$ cat src/rtl/avsc_pkg.sv
// Shared types, codes and offset tables of the audio volume / source controller.
package avsc_pkg;

	// Event kinds on the input tuser field
	localparam logic [2:0] FUNC_TURN_CW  = 3'd0;
	localparam logic [2:0] FUNC_TURN_CCW = 3'd1;
	localparam logic [2:0] FUNC_BUTTON   = 3'd2;
	localparam logic [2:0] FUNC_REMOTE   = 3'd3;
	localparam logic [2:0] FUNC_TICK     = 3'd4;
	localparam logic [2:0] FUNC_PFAIL    = 3'd5;

	// Operating modes as reported on the output
	localparam logic [1:0] MODE_RUN    = 2'd0;
	localparam logic [1:0] MODE_SELECT = 2'd1;
	localparam logic [1:0] MODE_OFF    = 2'd2;

	// Input sources
	localparam logic [2:0] INPUT_PHONO = 3'd1;
	localparam logic [2:0] INPUT_MEDIA = 3'd2;
	localparam logic [2:0] INPUT_CD    = 3'd3;
	localparam logic [2:0] INPUT_TUNER = 3'd4;

	// Remote command numbers
	localparam logic [5:0] RC_PHONO    = 6'd1;
	localparam logic [5:0] RC_TUNER    = 6'd3;
	localparam logic [5:0] RC_CD       = 6'd7;
	localparam logic [5:0] RC_MEDIA    = 6'd8;
	localparam logic [5:0] RC_MUTE     = 6'd13;
	localparam logic [5:0] RC_VOL_UP   = 6'd16;
	localparam logic [5:0] RC_VOL_DN   = 6'd17;
	localparam logic [5:0] RC_BAL_UP   = 6'd32;
	localparam logic [5:0] RC_BAL_DN   = 6'd33;
	localparam logic [5:0] RC_AUX_CD   = 6'd53;
	localparam logic [5:0] RC_DISPLAY  = 6'd59;

	// Configuration register indexes
	localparam logic [1:0] CFG_MAX_VOLUME  = 2'd0;
	localparam logic [1:0] CFG_SEL_TIMEOUT = 2'd1;
	localparam logic [1:0] CFG_MAIN_ADDR   = 2'd2;
	localparam logic [1:0] CFG_AUX_ADDR    = 2'd3;

	// Reset values of configuration and state
	localparam logic [7:0]  RST_MAX_VOLUME  = 8'd234;
	localparam logic [15:0] RST_SEL_TIMEOUT = 16'd5000;
	localparam logic [4:0]  RST_MAIN_ADDR   = 5'h10;
	localparam logic [4:0]  RST_AUX_ADDR    = 5'h14;
	localparam logic [3:0]  BAL_CENTER      = 4'd5;
	localparam logic [3:0]  BAL_MAX         = 4'd10;
	localparam logic [15:0] IDLE_MAX        = 16'hFFFF;

	// Depth of the command queue between front and back
	localparam int QDEPTH = 2;
	localparam int QPTR_W = $clog2(QDEPTH);
	localparam int QCNT_W = $clog2(QDEPTH + 1);

	// Classified operation handed from front to back
	typedef enum logic [4:0] {
		OP_NONE,
		OP_TURN_CW,
		OP_TURN_CCW,
		OP_BUTTON,
		OP_TICK,
		OP_PFAIL,
		OP_REMOTE_IGNORE,
		OP_PICK_PHONO,
		OP_PICK_MEDIA,
		OP_PICK_CD,
		OP_PICK_TUNER,
		OP_MUTE_TOGGLE,
		OP_VOL_UP,
		OP_VOL_DN,
		OP_BAL_UP,
		OP_BAL_DN,
		OP_DISPLAY
	} op_t;

	typedef struct packed {
		op_t  op;
		logic remote;  // item was a remote frame: toggle bit is recorded
		logic toggle;
	} cmd_t;

	typedef struct packed {
		logic [7:0] left_level;
		logic [7:0] right_level;
		logic [7:0] volume_step;
		logic [3:0] balance_step;
		logic [2:0] input_select;
		logic [2:0] previous_input;
		logic       muted;
		logic       backlight_on;
		logic [1:0] mode;
	} result_t;

	// Left channel offset per balance index; indexes past the last table entry read as zero
	function automatic logic [7:0] left_offset(input logic [3:0] idx);
		logic [7:0] v;
		case (idx)
			4'd0:    v = 8'd21;
			4'd1:    v = 8'd20;
			4'd2:    v = 8'd19;
			4'd3:    v = 8'd18;
			4'd4:    v = 8'd16;
			4'd5:    v = 8'd15;
			4'd6:    v = 8'd13;
			4'd7:    v = 8'd11;
			4'd8:    v = 8'd8;
			4'd9:    v = 8'd5;
			default: v = 8'd0;
		endcase
		return v;
	endfunction

	function automatic logic [7:0] right_offset(input logic [3:0] idx);
		logic [7:0] v;
		case (idx)
			4'd0:    v = 8'd0;
			4'd1:    v = 8'd5;
			4'd2:    v = 8'd8;
			4'd3:    v = 8'd11;
			4'd4:    v = 8'd13;
			4'd5:    v = 8'd15;
			4'd6:    v = 8'd16;
			4'd7:    v = 8'd18;
			4'd8:    v = 8'd19;
			4'd9:    v = 8'd20;
			default: v = 8'd21;
		endcase
		return v;
	endfunction

endpackage

$ cat src/rtl/avsc_front.sv
// Front stage: accepts events, decodes remote frames into operations, registers them.
module avsc_front (
	input  logic               clk,
	input  logic               arst_n,
	input  logic               in_valid,
	output logic               in_ready,
	input  logic [2:0]         func,
	input  logic               remote_toggle,
	input  logic [4:0]         remote_address,
	input  logic [5:0]         remote_command,
	input  logic [4:0]         main_remote_address,
	input  logic [4:0]         aux_remote_address,
	output logic               out_valid,
	input  logic               out_ready,
	output avsc_pkg::cmd_t     out_cmd
);

	avsc_pkg::op_t  op;
	logic           valid_s1;
	avsc_pkg::cmd_t cmd_s1;

	// Decode event kind and remote command set
	always_comb begin
		op = avsc_pkg::OP_NONE;
		case (func)
			avsc_pkg::FUNC_TURN_CW:  op = avsc_pkg::OP_TURN_CW;
			avsc_pkg::FUNC_TURN_CCW: op = avsc_pkg::OP_TURN_CCW;
			avsc_pkg::FUNC_BUTTON:   op = avsc_pkg::OP_BUTTON;
			avsc_pkg::FUNC_TICK:     op = avsc_pkg::OP_TICK;
			avsc_pkg::FUNC_PFAIL:    op = avsc_pkg::OP_PFAIL;
			avsc_pkg::FUNC_REMOTE: begin
				op = avsc_pkg::OP_REMOTE_IGNORE;
				// main address wins when both addresses match
				if (remote_address == main_remote_address) begin
					case (remote_command)
						avsc_pkg::RC_PHONO:   op = avsc_pkg::OP_PICK_PHONO;
						avsc_pkg::RC_TUNER:   op = avsc_pkg::OP_PICK_TUNER;
						avsc_pkg::RC_CD:      op = avsc_pkg::OP_PICK_CD;
						avsc_pkg::RC_MEDIA:   op = avsc_pkg::OP_PICK_MEDIA;
						avsc_pkg::RC_MUTE:    op = avsc_pkg::OP_MUTE_TOGGLE;
						avsc_pkg::RC_VOL_UP:  op = avsc_pkg::OP_VOL_UP;
						avsc_pkg::RC_VOL_DN:  op = avsc_pkg::OP_VOL_DN;
						avsc_pkg::RC_BAL_UP:  op = avsc_pkg::OP_BAL_UP;
						avsc_pkg::RC_BAL_DN:  op = avsc_pkg::OP_BAL_DN;
						avsc_pkg::RC_DISPLAY: op = avsc_pkg::OP_DISPLAY;
						default:              op = avsc_pkg::OP_REMOTE_IGNORE;
					endcase
				end else if (remote_address == aux_remote_address &&
					remote_command == avsc_pkg::RC_AUX_CD) begin
					op = avsc_pkg::OP_PICK_CD;
				end
			end
			default: op = avsc_pkg::OP_NONE;
		endcase
	end

	assign in_ready = !valid_s1 || out_ready;

	// Stage register
	always_ff @(posedge clk or negedge arst_n) begin
		if (!arst_n) begin
			valid_s1 <= 1'b0;
		end else if (in_ready) begin
			valid_s1 <= in_valid;
		end
	end

	always_ff @(posedge clk) begin
		if (in_ready && in_valid) begin
			cmd_s1.op     <= op;
			cmd_s1.remote <= (func == avsc_pkg::FUNC_REMOTE);
			cmd_s1.toggle <= remote_toggle;
		end
	end

	assign out_valid = valid_s1;
	assign out_cmd   = cmd_s1;

endmodule

$ cat src/rtl/avsc_queue.sv
// Short command queue decoupling the front decoder from the state update.
module avsc_queue (
	input  logic           clk,
	input  logic           arst_n,
	input  logic           in_valid,
	output logic           in_ready,
	input  avsc_pkg::cmd_t in_cmd,
	output logic           out_valid,
	input  logic           out_ready,
	output avsc_pkg::cmd_t out_cmd
);

	avsc_pkg::cmd_t                      mem_q [avsc_pkg::QDEPTH];
	logic [avsc_pkg::QPTR_W-1:0]         wr_ptr_q;
	logic [avsc_pkg::QPTR_W-1:0]         rd_ptr_q;
	logic [avsc_pkg::QCNT_W-1:0]         count_q;
	logic                                push;
	logic                                pop;

	assign in_ready  = (count_q != avsc_pkg::QCNT_W'(avsc_pkg::QDEPTH));
	assign out_valid = (count_q != '0);
	assign push      = in_valid && in_ready;
	assign pop       = out_valid && out_ready;
	assign out_cmd   = mem_q[rd_ptr_q];

	// Pointers and fill count
	always_ff @(posedge clk or negedge arst_n) begin
		if (!arst_n) begin
			wr_ptr_q <= '0;
			rd_ptr_q <= '0;
			count_q  <= '0;
		end else begin
			if (push) begin
				wr_ptr_q <= (wr_ptr_q == avsc_pkg::QPTR_W'(avsc_pkg::QDEPTH - 1)) ?
					'0 : wr_ptr_q + 1'b1;
			end
			if (pop) begin
				rd_ptr_q <= (rd_ptr_q == avsc_pkg::QPTR_W'(avsc_pkg::QDEPTH - 1)) ?
					'0 : rd_ptr_q + 1'b1;
			end
			case ({push, pop})
				2'b10:   count_q <= count_q + 1'b1;
				2'b01:   count_q <= count_q - 1'b1;
				default: count_q <= count_q;
			endcase
		end
	end

	// Storage
	always_ff @(posedge clk) begin
		if (push) begin
			mem_q[wr_ptr_q] <= in_cmd;
		end
	end

endmodule

$ cat src/rtl/avsc_back.sv
// Back stage: applies operations to the preamp state and registers one result per item.
module avsc_back (
	input  logic              clk,
	input  logic              arst_n,
	input  logic              in_valid,
	output logic              in_ready,
	input  avsc_pkg::cmd_t    in_cmd,
	input  logic [7:0]        max_volume,
	input  logic [15:0]       select_timeout_ms,
	output logic              out_valid,
	input  logic              out_ready,
	output avsc_pkg::result_t out_result
);

	logic [1:0]  mode_q,   mode_n;
	logic [7:0]  vol_q,    vol_n;
	logic [3:0]  bal_q,    bal_n;
	logic [2:0]  in_q,     in_n;
	logic [2:0]  prev_q,   prev_n;
	logic        muted_q,  muted_n;
	logic        bl_q,     bl_n;
	logic        last_q,   last_n;
	logic [15:0] idle_q,   idle_n;
	logic        changed;
	logic        take;
	logic        res_valid_q;
	avsc_pkg::result_t res_q;

	assign in_ready = !res_valid_q || out_ready;
	assign take     = in_valid && in_ready;
	assign changed  = (in_cmd.toggle != last_q);

	// Next state for the operation at the head of the queue
	always_comb begin
		mode_n  = mode_q;
		vol_n   = vol_q;
		bal_n   = bal_q;
		in_n    = in_q;
		prev_n  = prev_q;
		muted_n = muted_q;
		bl_n    = bl_q;
		last_n  = last_q;
		idle_n  = idle_q;
		case (in_cmd.op)
			avsc_pkg::OP_TURN_CW: begin
				if (mode_q == avsc_pkg::MODE_RUN) begin
					if (vol_q < max_volume) begin
						vol_n = vol_q + 8'd1;
						muted_n = 1'b0;
						bl_n = 1'b1;
					end
				end else if (mode_q == avsc_pkg::MODE_SELECT) begin
					prev_n = in_q;
					idle_n = '0;
					in_n = (in_q < avsc_pkg::INPUT_TUNER) ? in_q + 3'd1 : avsc_pkg::INPUT_PHONO;
				end
			end
			avsc_pkg::OP_TURN_CCW: begin
				if (mode_q == avsc_pkg::MODE_RUN) begin
					if (vol_q != 8'd0) begin
						vol_n = vol_q - 8'd1;
						muted_n = 1'b0;
						bl_n = 1'b1;
					end
				end else if (mode_q == avsc_pkg::MODE_SELECT) begin
					prev_n = in_q;
					idle_n = '0;
					in_n = (in_q > avsc_pkg::INPUT_PHONO) ? in_q - 3'd1 : avsc_pkg::INPUT_TUNER;
				end
			end
			avsc_pkg::OP_BUTTON: begin
				if (mode_q == avsc_pkg::MODE_RUN) begin
					mode_n = avsc_pkg::MODE_SELECT;
					idle_n = '0;
				end
			end
			avsc_pkg::OP_TICK: begin
				if (idle_q != avsc_pkg::IDLE_MAX) begin
					idle_n = idle_q + 16'd1;
				end
			end
			avsc_pkg::OP_PFAIL: begin
				bl_n = 1'b0;
				muted_n = 1'b1;
				mode_n = avsc_pkg::MODE_OFF;
			end
			avsc_pkg::OP_PICK_PHONO: begin
				if (changed) begin
					prev_n = in_q;
					in_n = avsc_pkg::INPUT_PHONO;
				end
			end
			avsc_pkg::OP_PICK_MEDIA: begin
				if (changed) begin
					prev_n = in_q;
					in_n = avsc_pkg::INPUT_MEDIA;
				end
			end
			avsc_pkg::OP_PICK_CD: begin
				if (changed) begin
					prev_n = in_q;
					in_n = avsc_pkg::INPUT_CD;
				end
			end
			avsc_pkg::OP_PICK_TUNER: begin
				if (changed) begin
					prev_n = in_q;
					in_n = avsc_pkg::INPUT_TUNER;
				end
			end
			avsc_pkg::OP_MUTE_TOGGLE: begin
				if (changed) begin
					if (muted_q) begin
						muted_n = 1'b0;
						bl_n = 1'b1;
					end else begin
						muted_n = 1'b1;
					end
				end
			end
			// remote volume steps act on every frame
			avsc_pkg::OP_VOL_UP: begin
				if (vol_q < max_volume) begin
					vol_n = vol_q + 8'd1;
					muted_n = 1'b0;
					bl_n = 1'b1;
				end
			end
			avsc_pkg::OP_VOL_DN: begin
				if (vol_q != 8'd0) begin
					vol_n = vol_q - 8'd1;
					muted_n = 1'b0;
					bl_n = 1'b1;
				end
			end
			avsc_pkg::OP_BAL_UP: begin
				if (changed && bal_q < avsc_pkg::BAL_MAX) begin
					bal_n = bal_q + 4'd1;
				end
			end
			avsc_pkg::OP_BAL_DN: begin
				if (changed && bal_q != 4'd0) begin
					bal_n = bal_q - 4'd1;
				end
			end
			avsc_pkg::OP_DISPLAY: begin
				if (changed) begin
					if (bl_q) begin
						bl_n = 1'b0;
						muted_n = 1'b1;
					end else begin
						bl_n = 1'b1;
						muted_n = 1'b0;
					end
				end
			end
			default: begin
			end
		endcase
		if (in_cmd.remote) begin
			last_n = in_cmd.toggle;
		end
		// select timeout is checked after every item, in any mode
		if (idle_n > select_timeout_ms) begin
			mode_n = avsc_pkg::MODE_RUN;
		end
	end

	// State registers
	always_ff @(posedge clk or negedge arst_n) begin
		if (!arst_n) begin
			mode_q  <= avsc_pkg::MODE_RUN;
			vol_q   <= 8'd0;
			bal_q   <= avsc_pkg::BAL_CENTER;
			in_q    <= avsc_pkg::INPUT_PHONO;
			prev_q  <= avsc_pkg::INPUT_PHONO;
			muted_q <= 1'b0;
			bl_q    <= 1'b1;
			last_q  <= 1'b0;
			idle_q  <= 16'd0;
		end else if (take) begin
			mode_q  <= mode_n;
			vol_q   <= vol_n;
			bal_q   <= bal_n;
			in_q    <= in_n;
			prev_q  <= prev_n;
			muted_q <= muted_n;
			bl_q    <= bl_n;
			last_q  <= last_n;
			idle_q  <= idle_n;
		end
	end

	// Output register
	always_ff @(posedge clk or negedge arst_n) begin
		if (!arst_n) begin
			res_valid_q <= 1'b0;
		end else if (in_ready) begin
			res_valid_q <= in_valid;
		end
	end

	always_ff @(posedge clk) begin
		if (take) begin
			res_q.left_level     <= vol_n + avsc_pkg::left_offset(bal_n);
			res_q.right_level    <= vol_n + avsc_pkg::right_offset(bal_n);
			res_q.volume_step    <= vol_n;
			res_q.balance_step   <= bal_n;
			res_q.input_select   <= in_n;
			res_q.previous_input <= prev_n;
			res_q.muted          <= muted_n;
			res_q.backlight_on   <= bl_n;
			res_q.mode           <= mode_n;
		end
	end

	assign out_valid  = res_valid_q;
	assign out_result = res_q;

endmodule

$ cat src/rtl/audio_volume_source_controller_top.sv
// Top level of the audio volume / source controller: configuration registers and stage wiring.
//
// Takes one control event per item (encoder turn, button, remote frame, ms tick, power
// fail) and returns one result item per event with the preamp state after that event:
// both attenuator levels, volume, balance, input, previous input, mute, backlight, mode.
// Sustained rate is one item per clock cycle while the master side does not stall; the
// state update in the back stage is combinational ahead of the result register. An item's
// result passes the decode register, the two-entry command queue and the result register
// on its way to the master side, and is held there while the master side stalls; the queue
// lets the input side keep taking items meanwhile.
// Configuration writes are always accepted and take effect on the next cycle; write them
// only while no items are in flight.
module audio_volume_source_controller_top (
	input  logic        clk,
	input  logic        arst_n,
	// event input
	input  logic        s_tvalid,
	output logic        s_tready,
	input  logic [15:0] s_tdata,   // [0] remote_toggle, [5:1] remote_address,
	                               // [11:6] remote_command, [15:12] zero
	input  logic [2:0]  s_tuser,   // [2:0] func
	// result output
	output logic        m_tvalid,
	input  logic        m_tready,
	output logic [39:0] m_tdata,   // [7:0] left_level, [15:8] right_level,
	                               // [23:16] volume_step, [27:24] balance_step,
	                               // [30:28] input_select, [33:31] previous_input,
	                               // [34] muted, [35] backlight_on, [37:36] mode,
	                               // [39:38] zero
	// configuration write
	input  logic        cfg_valid,
	output logic        cfg_ready,
	input  logic [1:0]  cfg_index,
	input  logic [15:0] cfg_data
);

	logic [7:0]        max_volume_q;
	logic [15:0]       sel_timeout_q;
	logic [4:0]        main_addr_q;
	logic [4:0]        aux_addr_q;
	logic              f_valid;
	logic              f_ready;
	avsc_pkg::cmd_t    f_cmd;
	logic              q_valid;
	logic              q_ready;
	avsc_pkg::cmd_t    q_cmd;
	avsc_pkg::result_t res;

	assign cfg_ready = 1'b1;

	// Configuration registers
	always_ff @(posedge clk or negedge arst_n) begin
		if (!arst_n) begin
			max_volume_q  <= avsc_pkg::RST_MAX_VOLUME;
			sel_timeout_q <= avsc_pkg::RST_SEL_TIMEOUT;
			main_addr_q   <= avsc_pkg::RST_MAIN_ADDR;
			aux_addr_q    <= avsc_pkg::RST_AUX_ADDR;
		end else if (cfg_valid && cfg_ready) begin
			case (cfg_index)
				avsc_pkg::CFG_MAX_VOLUME:  max_volume_q  <= cfg_data[7:0];
				avsc_pkg::CFG_SEL_TIMEOUT: sel_timeout_q <= cfg_data;
				avsc_pkg::CFG_MAIN_ADDR:   main_addr_q   <= cfg_data[4:0];
				avsc_pkg::CFG_AUX_ADDR:    aux_addr_q    <= cfg_data[4:0];
				default: begin
				end
			endcase
		end
	end

	avsc_front u_front (
		.clk                 (clk),
		.arst_n              (arst_n),
		.in_valid            (s_tvalid),
		.in_ready            (s_tready),
		.func                (s_tuser),
		.remote_toggle       (s_tdata[0]),
		.remote_address      (s_tdata[5:1]),
		.remote_command      (s_tdata[11:6]),
		.main_remote_address (main_addr_q),
		.aux_remote_address  (aux_addr_q),
		.out_valid           (f_valid),
		.out_ready           (f_ready),
		.out_cmd             (f_cmd)
	);

	avsc_queue u_queue (
		.clk       (clk),
		.arst_n    (arst_n),
		.in_valid  (f_valid),
		.in_ready  (f_ready),
		.in_cmd    (f_cmd),
		.out_valid (q_valid),
		.out_ready (q_ready),
		.out_cmd   (q_cmd)
	);

	avsc_back u_back (
		.clk               (clk),
		.arst_n            (arst_n),
		.in_valid          (q_valid),
		.in_ready          (q_ready),
		.in_cmd            (q_cmd),
		.max_volume        (max_volume_q),
		.select_timeout_ms (sel_timeout_q),
		.out_valid         (m_tvalid),
		.out_ready         (m_tready),
		.out_result        (res)
	);

	// Pack the result, first field lowest
	assign m_tdata = {2'b00, res.mode, res.backlight_on, res.muted, res.previous_input,
		res.input_select, res.balance_step, res.volume_step, res.right_level,
		res.left_level};

endmodule
$ cat config.mk
export PLATFORM = sky130hd
export DESIGN_NAME = audio_volume_source_controller_top
export DESIGN_NICKNAME = d
export VERILOG_FILES = /design/src/rtl/avsc_pkg.sv /design/src/rtl/avsc_front.sv /design/src/rtl/avsc_queue.sv /design/src/rtl/avsc_back.sv /design/src/rtl/audio_volume_source_controller_top.sv
export SDC_FILE = /design/constraint.sdc
export NUM_CORES = 1
export LEC_CHECK = 0
export ABC_AREA = 1
export BUFFER_PORTS_ARGS = -buffer_cell sky130_fd_sc_hd__buf_4
export CAP_MARGIN = 20
export CORE_MARGIN = 3
export CORE_UTILIZATION = 56
export DETAILED_ROUTE_END_ITERATION = 8
export GPL_TIMING_DRIVEN = 0
export PLACE_DENSITY_LB_ADDON = 0.05
export REMOVE_ABC_BUFFERS = 1
export SLEW_MARGIN = 0
export SYNTH_ARGS = -nofsm -noshare
export SYNTH_HDL_FRONTEND = slang
export SYNTH_SLANG_ARGS = --single-unit
export TNS_END_PERCENT = 50
$ cat constraint.sdc
create_clock -name clk -period 10.8 [get_ports clk]
set_input_delay 1.08 -clock clk [delete_from_list [all_inputs] [get_ports clk]]
set_output_delay 1.08 -clock clk [all_outputs]
set_load 0.005 [all_outputs]
# ---- After elaboration in Yosys (flattened, before gate mapping)
# Memory sizes are Yosys's and may differ from the RTL's.
# Cells that the tools add are included.
dict set report word_totals {
  n_memories 3
  rom_bits 160
  ramBits 14
  word_cells 177
  input_bits 42
  out_inout_bits 43
  regBits 124
}
dict set report op_classes {
  reduce_logical 24
  n_lt_le_gt_ge 5
  n_eq_ne 42
  n_addsub 13
  muxes 60
}
# name depth word_bits rd rd_ports_with_merged_regs wr line
set mem_list {}
lappend mem_list {{(no name shown)} 16 5 1 0 0 avsc_pkg.sv:98} ;# case (idx)
lappend mem_list {{(no name shown)} 16 5 1 0 0 avsc_pkg.sv:116} ;# case (idx)
lappend mem_list {u_queue.mem_q 2 7 1 0 1 avsc_queue.sv:13} ;# avsc_pkg::cmd_t mem_q [avsc_pkg::QDEPTH];
# operator n
set ops {}
lappend ops {{16-bit two-way mux} 4}
lappend ops {{5-bit case mux with 10 select lines} 1}
lappend ops {{8-bit two-way mux} 6}
lappend ops {{16-bit case mux with 3 select lines} 1}
lappend ops {{5-bit by 4-bit == test with 1-bit output, second input constant} 8}
lappend ops {{3-bit two-way mux} 13}
lappend ops {{8-bit case mux with 4 select lines} 1}
lappend ops {{5-bit case mux with 6 select lines} 1}
lappend ops {{6-bit == test, second input constant} 4}
lappend ops {{1-bit two-way mux} 20}
lappend ops {{3-bit case mux with 6 select lines} 1}
lappend ops {{16-bit by 1-bit adder with 16-bit output, second input constant} 1}
lappend ops {{8-bit adder} 2}
lappend ops {{16-bit > comparator} 1}
lappend ops {{16-bit inequality test, second input constant} 1}
lappend ops {{5-bit by 3-bit == test with 1-bit output, second input constant} 3}
lappend ops {{1-bit case mux with 7 select lines} 2}
lappend ops {{6-bit by 4-bit == test with 1-bit output, second input constant} 2}
lappend ops {{6-bit by 5-bit == test with 1-bit output, second input constant} 2}
lappend ops {{4-bit two-way mux} 3}
lappend ops {{5-bit by 2-bit == test with 1-bit output, second input constant} 2}
lappend ops {{5-bit == test} 2}
lappend ops {{2-bit AND reduction} 5}
lappend ops {{8-bit by 1-bit adder with 8-bit output, second input constant} 1}
lappend ops {{39 further kinds} 57}

# ---- Longest topological paths before layout
# An unclocked memory read counts as a cell.
dict set report depth {
  depth_word 8
  mapped_depth 29
  depth_no_buf 29
}

# ---- Modules after synthesis
# Synthesis repeated with hierarchy kept, for this count alone.
dict set report hier_totals {
  hier_cells 1289
  hier_area_um2 9550.4
}
# module seq_area_each_um2 cells_per_inst area_per_inst_um2 n_inst
set modules_own_cells {}
lappend modules_own_cells {avsc_back 2148.3 928 6511.2 1}
lappend modules_own_cells {audio_volume_source_controller_top 867.1 158 1471.4 1}
lappend modules_own_cells {avsc_front 235.2 137 818.3 1}
lappend modules_own_cells {avsc_queue 520.5 66 749.5 1}

# ---- Least setup slack after synthesis
# OpenSTA, ideal clock, no wires.
dict set report synth_timing {
  path_type {input port to flip-flop}
  start {input m_tready}
  end {register u_queue.count_q[1] (netlist bit)}
  t_required_ns 10.669
  path_buffers 2
  arrival_ns 3.690
  setup_ns 0.131
  cell_stages 8
  path_slack_ns 6.979
  cell_sequence {nor2_1 -> a21oi_1 -> clkbuf_1 -> clkbuf_1 -> ha_1 -> a21oi_1 -> o21ai_0 -> xor2_1}
}
dict set report synth_between {
  elab_chain_len 4
  word_cells_on_any_way 6
  classes_between {eq/ne (2); mux (1); reduce/logical (3)}
}
# element line
set synth_lines {}
lappend synth_lines {{start: declaration} audio_volume_source_controller_top.sv:24} ;# input logic m_tready,
lappend synth_lines {{1-bit logical OR (*)} avsc_back.sv:29} ;# assign in_ready = !res_valid_q || out_ready;
lappend synth_lines {{1-bit logical AND (*)} -}
lappend synth_lines {{via u_back.take} avsc_back.sv:25} ;# logic take;
lappend synth_lines {{2-bit by 1-bit == test with 1-bit output / 2-bit == test (equally long branches)} avsc_queue.sv:41} ;# case ({push, pop})
lappend synth_lines {{2-bit case mux with 2 select lines / 2-bit nonzero test (equally long branches)} -}
lappend synth_lines {{end signal: assignment} avsc_queue.sv:42} ;# 2'b10: count_q <= count_q + 1'b1;
lappend synth_lines {{end signal: assignment} avsc_queue.sv:43} ;# 2'b01: count_q <= count_q - 1'b1;
lappend synth_lines {{end signal: assignment} avsc_queue.sv:44} ;# default: count_q <= count_q;
lappend synth_lines {{end: declaration} avsc_queue.sv:16} ;# logic [avsc_pkg::QCNT_W-1:0] count_q;
# The timed path passes the listed nets; every way through them passes the cells marked *.
# A chain may end at the register's enable or synchronous reset.

# ---- Final worst setup path
dict set report layout_timing {
  start {register u_queue.rd_ptr_q}
  end {register u_back.res_q (netlist bit u_back.out_result[36]), data pin}
}
dict set report layout_between {
  elab_chain_len 8
  word_cells_on_any_way 17
  classes_between {add/sub (1); eq/ne (7); mux (5); reduce/logical (2); memory (2)}
}
# element line
set layout_lines {}
lappend layout_lines {{start: declaration} avsc_queue.sv:15} ;# logic [avsc_pkg::QPTR_W-1:0] rd_ptr_q;
lappend layout_lines {{start signal: assignment} avsc_queue.sv:38} ;# rd_ptr_q <= (rd_ptr_q == avsc_pkg::QPTR_W'(avsc_pkg::QDEPTH - 1)) ?
lappend layout_lines {{memory 2 x 7 bit (*)} -}
lappend layout_lines {{1-bit inequality test} avsc_back.sv:31} ;# assign changed = (in_cmd.toggle != last_q);
lappend layout_lines {{1-bit logical AND, on equally long branches} {avsc_back.sv:142, avsc_back.sv:137}}
lappend layout_lines {{4-bit two-way mux, on equally long branches} {avsc_back.sv:142, avsc_back.sv:137}}
lappend layout_lines {{4-bit case mux with 2 select lines (*)} avsc_back.sv:44} ;# case (in_cmd.op)
lappend layout_lines {{via u_back.bal_n[1]} avsc_back.sv:17} ;# logic [3:0] bal_q, bal_n;
lappend layout_lines {{memory 16 x 5 bit (*)} -}
lappend layout_lines {{8-bit two-way mux (*)} avsc_back.sv:204} ;# if (take) begin
lappend layout_lines {{8-bit adder (*)} avsc_back.sv:205} ;# res_q.left_level <= vol_n + avsc_pkg::left_offset(bal_n);
lappend layout_lines {{end: declaration} avsc_back.sv:27} ;# avsc_pkg::result_t res_q;
# The timed path passes the listed nets; every way through them passes the cells marked *. The select of a mux whose other input is x is not followed.

==> summary.txt <==
Setup path
  • CP most frequent cell: nand2_1
  • CP bufs+invs: 5
  • Reg2reg end: u_back.out_result[36]
  • Critical Path Start Type: register
  • Worst reg2reg path depth: 22
  • Crit. End Element: register
  • Worst EP arrival: 4.57 ns
  • CP Cell Sequence: inv_8 > o21ai_4 > nand3_4 > nor3_2 > o211ai_1 > o211ai_1 > inv_1 > ha_1 > inv_1 > nand2_1 > nand3_1 > nand2_1 > inv_1 > ha_1 > inv_1 > fa_1 > nand3b_1 > and2_1 > o21ai_0 > nand2_1 > nand2_1 > nand2_1
  • Crit. Startpoint: u_queue.rd_ptr_q
  • Worst-path maximum fanout: 10
  • Critical path class: register to register
  • Max incr delay on CP: 0.66 ns
  • Required @ worst endpoint: 10.98 ns
  • Worst path slowest cell: dfrtp_1
  • Top delay family on crit path: simple AND/OR/NAND/NOR gates
  • R2R setup slack: 6.41 ns
  • Reg2Reg Launch Point: u_queue.rd_ptr_q

Global routing
  • Largest net degree at the start of global routing: 80
  • Initial antenna violation count: 0
  • Vias in the first global route: 7068
  • Total congestion overflow: 0
  • Global-route wire length before repair: 32900 um
  • Total global-route track usage: 22.9%

Die
  • CORE AREA: 15500 um^2
  • Starting density of the core: 58.2%
  • Die ar.: 17600 um^2
  • I/O pin count: 85
  • Row cnt: 45
  • Die width: 133 um
  • Die Y: 133 um

Synth
  • Main synth FF type: dfrtp_1
  • Synth top area share: 19.7%
  • Synth Area per Inst: 7.93 um^2
  • Post-synth top area cell: edfxtp_1
  • Top-count cell post-synth: nand2_1
  • Yosys reg bits: 138
  • Cell count after synthesis: 1136
  • Post-synth EDFFs: 59
  • Yosys warning count: 0
  • Ys async rst share: 57.2%
  • Distinct cells, synth: 60
  • Mapped Area: 9010 um^2
  • Synth cell count leaders: 287 x nand2_1, 156 x inv_1, 89 x nor2_1, 89 x o21ai_0, 70 x nand3_1
  • Top area cells in the synthesized netlist: edfxtp_1 20%, dfrtp_1 17%, nand2_1 12%, inv_1 6.5%, ha_1 6.4%
  • Seq/Total Area, Yosys: 41.9%

Timing
  • Unrepaired setup endpoints after global routing: no
  • Tightest Pin Transition: 0.846 ns
  • Final hold vios: 0
  • Slew headroom: 43.5%
  • Period utilization: 40.7%
  • Setup TNS: 0 ns
  • Setup Skew: 0.00647 ns
  • Final Setup Violations: 0
  • Pins Over Slew Limit: 0
  • Max Fclk: 228 MHz
  • PnR worst setup slack: 6.41 ns
  • Post-layout minimum cycle time: 4.39 ns

Pwr
  • Comb pwr share: 54.6%
  • Worst vdd ir: 0.161 mV
  • Sequential power share: 28.8%
  • Sw frac: 45.8%
  • Int Pwr: 0.00184 W
  • Pwr per Cell Area: 327 nW/um^2
  • Clock Power Share: 16.6%
  • Static Leak: 4.93 nW
  • Sw power: 0.00155 W

Route
  • Vias after detailed routing: 7555
  • DR vias/cell: 5.26
  • Residual DRC: 0
  • Pre-antenna DRT Iters: 5
  • Remaining antenna violation count: 0
  • Wire per inst: 13.8 um
  • Post-Route WL: 19800 um
  • DRT iter0 DRCs: 496

Layout
  • Post-layout instance area: 10400 um^2
  • Layout cells sized above 1: 15.8%
  • Layout area overhead: 15.2%
  • ANT cells: 0
  • Nets: 1302
  • Register area: 3770 um^2
  • Filler cells: 1338
  • Multi-input combinational cell area: 4490 um^2

Clock network
  • Later-pin clock latency in the skew report: 0.43 ns
  • CTS Buf Count: 17
  • Root Buffer: clkbuf_16
  • Buffer count from post-CTS setup fixing: 0
  • Hold buffers post-CTS: 0
  • CTS H-tree lvls: 4
  • Sink Count: 138
  • CTS tree: built
  • Cts repair resizes: 0
  • Clock Tree Buf Depth: 2
  • Clk slew on worst S/H paths: 0.06 ns

Min path
  • Hold crit path type: register to register
  • Cells on Worst Hold Path: 0
  • Hold Path End: u_queue.mem_q[1][4]
  • Hold Path Origin: u_front.out_cmd[4]

Placement
  • Post-DP HPWL: 14300 um
  • Placed inst area: 9780 um^2
  • Setup Slack @ Placement: 6.47 ns
  • IO buf count: 77
  • GPL Wtd Cong: 0.911

Run
  • Max-cap violations: 0

Outcome
  • Status: completed
==> layer usage <==
| layer | wire length [um] | up-vias | global-route usage [%] |
|---|---|---|---|
| li1 | - | 3886 | - |
| met1 | 9180 | 3456 | 30.7 |
| met2 | 9310 | 188 | 37.3 |
| met3 | 965 | 25 | 4.56 |
| met4 | 306 | 0 | 7.51 |
| met5 | 0 | - | 0 |
==> kinds of logic after synthesis <==
kind of cell	share of synthesized area, %
AND/OR/NAND/NOR	25.8
adder cells (fa/ha/maj)	6.83
AO/OA/AOI/OAI	13.5
buffers and inverters	8.51
other	0.0834
XOR/XNOR	3.43
flip-flops	41.9
==> worst max path at each step <==
stage                                        to  slack [ns]  depth (start not counted)
after floorplan                 u_back.bal_q[0]        4.09                          4
after global placement          u_back.vol_q[5]        0.80                          5
after detailed placement  u_back.out_result[37]        6.47                         21
after CTS                 u_back.out_result[36]        6.43                         22
after global routing      u_back.out_result[37]        5.99                         21
final                     u_back.out_result[36]        6.41                         22
==> stage by stage <==
step | hold WS, ns | cells | utilization [%] | total power [W]
2_1_floorplan | 0.421 | 1112 | - | 0.00231
3_3_place_gp | 0.424 | 1400 | 62.8 | 0.00278
3_5_place_dp | 0.439 | 1402 | 63.1 | 0.00282
4_1_cts | 0.454 | 1434 | 66.8 | 0.00340
5_1_grt | 0.465 | 1436 | 67.1 | 0.00371
6_report | 0.449 | 1436 | 67.1 | 0.00339
==> worst reg2reg max path, delay by kind of cell (launching register included) <==
kind	cells	cell delay (ns)
adders and majority gates	3	0.77
AOI/OAI and AO/OA	4	1.00
and+or+nand+nor	10	1.24
DFF	1	0.66
buffers and inverters	5	0.47
==> state kept, by name (all words and copies together) (netlist names) <==
| signal | cells |
|---|---|
| u_back.out_result | 38 |
| sel_timeout_q | 16 |
| u_back.idle_q | 16 |
| u_queue.mem_q | 14 |
| max_volume_q | 8 |
| u_back.vol_q | 8 |
| u_front.out_cmd | 7 |
| aux_addr_q | 5 |
| main_addr_q | 5 |
| u_back.bal_q | 4 |
| u_back.in_q | 3 |
| u_back.prev_q | 3 |
| u_back.mode_q | 2 |
| u_queue.count_q | 2 |
| u_back.bl_q | 1 |
| u_back.last_q | 1 |
| u_back.muted_q | 1 |
| u_back.out_valid | 1 |
| u_front.out_valid | 1 |
| u_queue.rd_ptr_q | 1 |
| u_queue.wr_ptr_q | 1 |
==> cell type report <==
cell class | count | share of cell area (%)
repair buffers | 81 | 6.36
clock buffers | 17 | 4.10
clock inverters | 15 | 1.34
well taps | 211 | 2.54
flip-flops and latches | 138 | 36.3
inverters | 167 | 6.13
multi-input cells | 807 | 43.2
==> power groups by stage <==
stage / clock network [W] / registers (W) / logic (W)
global placement: 0 / 0.000995 / 0.00178
CTS: 0.000572 / 0.000976 / 0.00186
global route: 0.000592 / 0.00100 / 0.00212
floorplan: 0 / 0.000970 / 0.00134
detailed placement: 0 / 0.000982 / 0.00184
finish: 0.000562 / 0.000976 / 0.00185
==> layout by cell type (no fill, tap or decap), types with 18 or more instances in the layout <==
cell / synthesis / routed
nand2_1: 287 / 287
nor2_1: 89 / 89
o21ai_0: 89 / 89
buf_4: 6 / 77
o211ai_1: 19 / 19
dfrtp_1: 61 / 61
dfstp_2: 18 / 18
edfxtp_1: 59 / 59
inv_1: 156 / 156
nand3_1: 70 / 70
ha_1: 46 / 46
a21oi_1: 35 / 34
(Power assumes the default switching activity.)
